==> src/dpbp_pkg.sv <==
package dpbp_pkg;

    localparam int COORD_BITS_DEF = 12;
    localparam int DEPTH_W        = 16;
    localparam int CENTER_W       = 16;
    localparam int RECIP_W        = 24;
    localparam int RECIP_HALF     = RECIP_W / 2;
    localparam int OUT_W          = 36;
    localparam int CFG_IDX_W      = 2;
    localparam int CFG_DATA_W     = 24;

    localparam logic [DEPTH_W-1:0] DEPTH_NONE = '1;
    localparam logic [DEPTH_W-1:0] DEPTH_ZERO = '0;

    localparam logic signed [63:0] OUT_MAX = 64'sd34359738367;
    localparam logic signed [63:0] OUT_MIN = -64'sd34359738368;

    localparam logic [RECIP_W-1:0]  INV_FOCAL_X_RST = 24'd31957;
    localparam logic [RECIP_W-1:0]  INV_FOCAL_Y_RST = 24'd31957;
    localparam logic [CENTER_W-1:0] CENTER_X_RST    = 16'd5112;
    localparam logic [CENTER_W-1:0] CENTER_Y_RST    = 16'd3832;

    typedef enum logic [CFG_IDX_W-1:0] {
        CFG_INV_FOCAL_X = 2'd0,
        CFG_INV_FOCAL_Y = 2'd1,
        CFG_CENTER_X    = 2'd2,
        CFG_CENTER_Y    = 2'd3
    } t_cfg_idx;

    typedef struct packed {
        logic s1;
        logic s2;
        logic s3;
    } t_stage_en;

endpackage

==> src/dpbp_axis.sv <==
module dpbp_axis #(
    parameter int COORD_BITS = dpbp_pkg::COORD_BITS_DEF
) (
    input  logic                                i_clk,
    input  dpbp_pkg::t_stage_en                 i_en,
    input  logic [COORD_BITS-1:0]               i_pix,
    input  logic [dpbp_pkg::CENTER_W-1:0]       i_center,
    input  logic [dpbp_pkg::DEPTH_W-1:0]        i_z1,
    input  logic [dpbp_pkg::RECIP_W-1:0]        i_recip,
    output logic signed [dpbp_pkg::OUT_W-1:0]   o_coord
);
    localparam int PIX_W = COORD_BITS + 4;
    localparam int D_W   = ((PIX_W > dpbp_pkg::CENTER_W) ? PIX_W : dpbp_pkg::CENTER_W) + 1;
    localparam int A_W   = D_W + dpbp_pkg::DEPTH_W;
    localparam int L_W   = A_W + dpbp_pkg::RECIP_HALF;
    localparam int P_W   = A_W + dpbp_pkg::RECIP_W;

    logic signed [D_W-1:0] r_d;
    logic signed [D_W-1:0] n_d;
    logic signed [A_W-1:0] r_a;
    logic signed [L_W-1:0] r_lo;
    logic signed [L_W-1:0] r_hi;
    logic signed [P_W-1:0] n_p;
    logic signed [A_W-1:0] n_q;
    logic signed [63:0]    n_q64;

    assign n_d = D_W'($signed({1'b0, i_pix, 4'b0000}))
               - D_W'($signed({1'b0, i_center}));

    always_ff @(posedge i_clk) begin
        if (i_en.s1) begin
            r_d <= n_d;
        end
        if (i_en.s2) begin
            r_a <= A_W'(r_d) * A_W'($signed({1'b0, i_z1}));
        end
        if (i_en.s3) begin
            r_lo <= L_W'(r_a)
                  * L_W'($signed({1'b0, i_recip[dpbp_pkg::RECIP_HALF-1:0]}));
            r_hi <= L_W'(r_a)
                  * L_W'($signed({1'b0, i_recip[dpbp_pkg::RECIP_W-1:dpbp_pkg::RECIP_HALF]}));
        end
    end

    always_comb begin
        n_p   = (P_W'(r_hi) <<< dpbp_pkg::RECIP_HALF) + P_W'(r_lo);
        n_q   = $signed(n_p[P_W-1:dpbp_pkg::RECIP_W]);
        n_q64 = 64'(n_q);
        if (n_q64 > dpbp_pkg::OUT_MAX) begin
            o_coord = dpbp_pkg::OUT_MAX[dpbp_pkg::OUT_W-1:0];
        end else if (n_q64 < dpbp_pkg::OUT_MIN) begin
            o_coord = dpbp_pkg::OUT_MIN[dpbp_pkg::OUT_W-1:0];
        end else begin
            o_coord = n_q64[dpbp_pkg::OUT_W-1:0];
        end
    end

endmodule

==> config.mk <==
export PLATFORM = sky130hd
export DESIGN_NAME = dpbp_axis
export DESIGN_NICKNAME = d
export VERILOG_FILES = /design/src/dpbp_pkg.sv /design/src/dpbp_axis.sv
export SDC_FILE = /design/constraint.sdc
export NUM_CORES = 2
export LEC_CHECK = 0
export BUFFER_PORTS_ARGS = -buffer_cell sky130_fd_sc_hd__buf_2
export CORE_MARGIN = 3
export CORE_UTILIZATION = 29
export DETAILED_ROUTE_END_ITERATION = 16
export GPL_ROUTABILITY_DRIVEN = 0
export HOLD_SLACK_MARGIN = 0.12
export RECOVER_POWER = 50
export SLEW_MARGIN = 20
export SYNTH_ARGS = -nofsm -noshare
export SYNTH_HDL_FRONTEND = slang
export SYNTH_SLANG_ARGS = --single-unit
export TNS_END_PERCENT = 20
==> constraint.sdc <==
create_clock -name i_clk -period 7.7 [get_ports i_clk]
set_input_delay 0.77 -clock i_clk [delete_from_list [all_inputs] [get_ports i_clk]]
set_output_delay 0.77 -clock i_clk [all_outputs]
set_load 0.01 [all_outputs]
Word-level counts from Yosys, hierarchy flattened
Cells that the tools add are included.
{"block": "word_totals", "register_bits": 140, "latchBits": 0, "ramBits": 0, "romBits": 0, "in_bits": 72, "wordCells": 13, "mem_count": 0}
{"block": "op_classes", "addsub": 2, "mul": 3, "div_mod_pow": 0, "order_cmp": 2, "n_eq_ne": 0, "shifts": 0, "n_mux": 2, "n_bitwise": 0, "n_reduce_logical": 0}
{"op": "multiplier 33 x 13 -> 45 bit", "count": 2}
{"op": "2-to-1 mux 36 bit", "count": 2}
{"op": "adder 57 x 45 -> 57 bit", "count": 1}
{"op": "greater-than comparator 33 x 36 -> 1 bit (second input constant)", "count": 1}
{"op": "< comparator 33 x 36 -> 1 bit (second input constant)", "count": 1}
{"op": "multiplier 17 x 17 -> 33 bit", "count": 1}
{"op": "subtractor 16 x 16 -> 17 bit", "count": 1}

Longest topological paths before layout
{"block": "depth", "depth_word": 4, "mapped_depth": 26}

Worst setup path after synthesis
Ideal clock, no wire load.
{"block": "synth_path", "path_kind": "input to register", "startpoint": "input port i_z1[9] (netlist bit)", "endpoint": "register r_a[32], data pin", "setup_ps": 264, "t_arrival_ps": 6217, "required_time_ps": 7436, "slack_ps": 1220, "path_stages": 23, "path_buffers": 3, "path_cell_list": "clkbuf_1 clkbuf_1 nand2_1 fa_1 inv_1 fa_1 fa_1 fa_1 fa_1 inv_1 fa_1 inv_1 ha_1 clkbuf_1 a21oi_1 o21ai_0 nor3_1 a31o_2 a21oi_1 a211oi_1 nor3b_1 a211oi_1 xnor2_1"}
{"block": "synth_between", "elab_chain_cells": 1}
{"element": "from (decl)", "line": "dpbp_axis.sv:8", "rtl": "input logic [dpbp_pkg::DEPTH_W-1:0] i_z1,"}
{"element": "multiplier 17 x 17 -> 33 bit", "line": "dpbp_axis.sv:35", "rtl": "r_a <= A_W'(r_d) * A_W'($signed({1'b0, i_z1}));"}
{"element": "to (signal assigned)", "line": "dpbp_axis.sv:35"}
{"element": "to (decl)", "line": "dpbp_axis.sv:20", "rtl": "logic signed [A_W-1:0] r_a;"}
Every way passes these cells.
A chain may end at the register's enable or synchronous reset.

Final worst setup path
{"block": "layout_path", "startpoint": "register r_a[19]", "endpoint": "register r_lo[43], data pin"}
{"block": "layout_between", "elab_chain_cells": 1}
{"element": "multiplier 33 x 13 -> 45 bit", "line": "dpbp_axis.sv:39", "rtl": "* L_W'($signed({1'b0, i_recip[dpbp_pkg::RECIP_HALF-1:0]}));"}
{"element": "to (signal assigned)", "line": "dpbp_axis.sv:38", "rtl": "r_lo <= L_W'(r_a)"}
{"element": "to (decl)", "line": "dpbp_axis.sv:21", "rtl": "logic signed [L_W-1:0] r_lo;"}
Every way passes these cells.

==> metrics.yaml <==
layout:
  syn_to_final_growth_pct: 6.851
  final_cells: 6700
  layout-drive-gt1-share: 0.03691
  mostFrequentLayoutCell: "inv_1"
  fillers: 15400
  post-route-util: 0.3125
  final_cell_mix: "inv_1, fa_1, nand2_1, and2_1, ha_1"
  finalNetCount: 6122
global_route:
  met3_usage: 0.02161
  grt_max_degree: 58
  antenna_found_initial: 9
  track_usage: 0.1331
  busiest_layer: "met2"
  grt_pass1_wl_mm: 165.0
  grt-ovfl-total: 0
  grt_pass1_vias: 31970
  use_met2: 0.2153
  grt_util_met1: 0.1869
die:
  dieArea_um2: 153900
  fp.dieH_um: 392.3
  die_w_um: 392.3
  core-area_um2: 148000
  start_util: 0.2924
  row_count: 141
  ios: 108
synthesis:
  yosysTopAreaCell: "fa_1"
  syn_area_um2: 43290
  synthArstFlopShare: 0
  synth-seq-cells: 128
  yosys_warnings: 0
  postSynthCellCount: 4794
  avgSynthCellArea_um2: 9.029
  netlist.area_leader.share: 0.4454
  synth-seq-area-share: 0.08880
  synth_fp_nets: 6161
  synth.distinct_cells: 71
  synth_edf_count: 128
  synthTopCellsByArea: "fa_1, inv_1, ha_1"
  ys.flop_type: "edfxtp_1"
detailed_routing:
  post_drt_via_cell_ratio: 4.423
  drt-total-wl_mm: 98.71
  dr.pass1.iters: 5
  ant_nets: 0
  drtIter0Drc: 1321
  wl_per_cell_um: 14.73
  drc: 0
  vias: 29630
clock_tree:
  numCtsBuffers: 17
  clkTransAtPathRegs_ns: 0.07
  cts_setup_buffers: 0
  cts_tree: "done"
  cts.repair.resized: 0
  cts_max_level: 4
  clock_latency_ns: 0.53
  cts-root-buf: "clkbuf_16"
  cts_buffer_depth: 2
  hold_buffers: 0
  cts_sinks: 128
timing:
  timing.final.crit_share: 0.8904
  tightest_slew_ns: 3.267
  hold_viol_final: 0
  fin_crit_ns: 6.856
  setup_viol: 0
  max_freq_ghz: 0.1459
  max-slew-margin-rel: -1.178
  finalClockSkew_ns: 0.01960
  rsz0062_at_grt: "no"
  holdWs_ns: 0.5594
  finalSetupTns_ns: 0
  drv_slew: 92
critical_path:
  reg2reg_slack_ns: 0.84
  start_kind: "register"
  max_stage_delay_ns: 0.84
  cp.required_ns: 8.10
  crit_path_end_kind: "register"
  timing.rr.end: "r_lo[43]$_DFFE_PP_"
  critPathKind: "register to register"
  r2r_start: "r_a[19]$_DFFE_PP_"
  crit_top_cell: "fa_1"
  worstPathCellList: "and2_1 > fa_1 > inv_1 > fa_1 > inv_1 > fa_1 > fa_1 > inv_1 > fa_1 > inv_1 > ha_1 > nand4_1 > nor2_1 > nand2_1 > a2111oi_1 > a211o_4 > a22oi_1 > o311a_1 > o21ai_0 > and3_1"
  slowest_stage: "edfxtp_1"
  r2r_cells: 20
  crit_end: "r_lo[43]$_DFFE_PP_"
  worstPathArrival_ns: 7.26
  worstPathMaxFanout: 24
  critPathLaunch: "r_a[19]$_DFFE_PP_"
run:
  maxCapViolCount: 2
outcome:
  failed_checks: "capacitance limit, slew limit"
  status: "complete, but fails checks"
place:
  dp_cells: 6666
  hpwl_mm: 83.52
  portBuffers: 107
hold_path:
  min_path_type: "input port to register"
==> cells by family after synthesis <==
kind of cell    share of synthesized area
xor+xnor                          0.03136
simple gates                       0.1534
flops                             0.08880
buf+inv                            0.1282
compound gates                    0.05645
fa+ha+maj                          0.5413
mux                             0.0004625
==> cell type report <==
type	instances	area, um^2	share of cell area
clock buffers	17	425.4	0.009198
clock inverters	15	152.6	0.003300
repair buffers	126	665.6	0.01439
multi-input cells	3190	33900	0.7328
inverters	1292	4850	0.1049
flip-flops and latches	128	3844	0.08310
well taps	1930	2415	0.05221
diodes	2	5.005	0.0001082
==> worst max-delay path, delay by kind of cell (launching register included) <==
| family | cells | cell delay (ns) |
|---|---|---|
| AO/OA/AOI/OAI | 5 | 1.71 |
| adder cells (fa/ha/maj) | 6 | 2.91 |
| buffers and inverters | 4 | 0.19 |
| flip-flops | 1 | 0.84 |
| AND/OR/NAND/NOR | 5 | 1.07 |
==> metrics by stage <==
stage	cell area, um^2	setup WS [ns]
after floorplan	43290	1.220
after global placement	45680	0.6875
after detailed placement	45680	0.6611
after CTS	46260	0.8459
after global routing	46250	0.5453
final	46250	0.8441
==> how the worst min path moves through the flow <==
stage / start / to / slack (ns) / depth (start not counted)
3_3_place_gp: i_center[0] / r_d[0]$_DFFE_PP_ / 1.00 / 1
3_5_place_dp: i_center[0] / r_d[0]$_DFFE_PP_ / 1.01 / 1
6_report: i_center[0] / r_d[0]$_DFFE_PP_ / 0.56 / 1
2_1_floorplan: r_a[0]$_DFFE_PP_ / r_hi[0]$_DFFE_PP_ / 0.58 / 1
4_1_cts: i_center[0] / r_d[0]$_DFFE_PP_ / 0.42 / 1
5_1_grt: i_center[0] / r_d[0]$_DFFE_PP_ / 0.54 / 1
==> cell usage after synthesis, drive strengths merged (6+ instances only) <==
| cell type | count |
|---|---|
| edfxtp | 128 |
| xor2 | 39 |
| a211oi | 20 |
| ha | 332 |
| a31oi | 11 |
| nand3 | 32 |
| nand2b | 8 |
| nor2b | 21 |
| inv | 1292 |
| a211o | 6 |
| o21ai | 69 |
| a311oi | 7 |
| xnor2 | 116 |
| a221oi | 7 |
| o21bai | 17 |
| nand4 | 16 |
| o21a | 9 |
| nor2 | 69 |
| fa | 963 |
| nand2 | 673 |
| clkbuf | 182 |
| a21oi | 128 |
| nor3 | 28 |
| a21o | 43 |
| and3 | 16 |
| and2 | 482 |
==> layer usage <==
layer	vias up	wire [um]
met5	-	13
met4	2	1218
met3	87	5383
met2	613	44800
met1	14930	47290
li1	14000	-
==> registers in the layout (all words and copies together), names as in the netlist <==
signal	flops
r_a	33
r_hi	45
r_d	17
r_lo	33
Power is left out: the tool's default activity adds up to more than one toggle a clock period on the data nets, which glitch-free logic cannot reach.
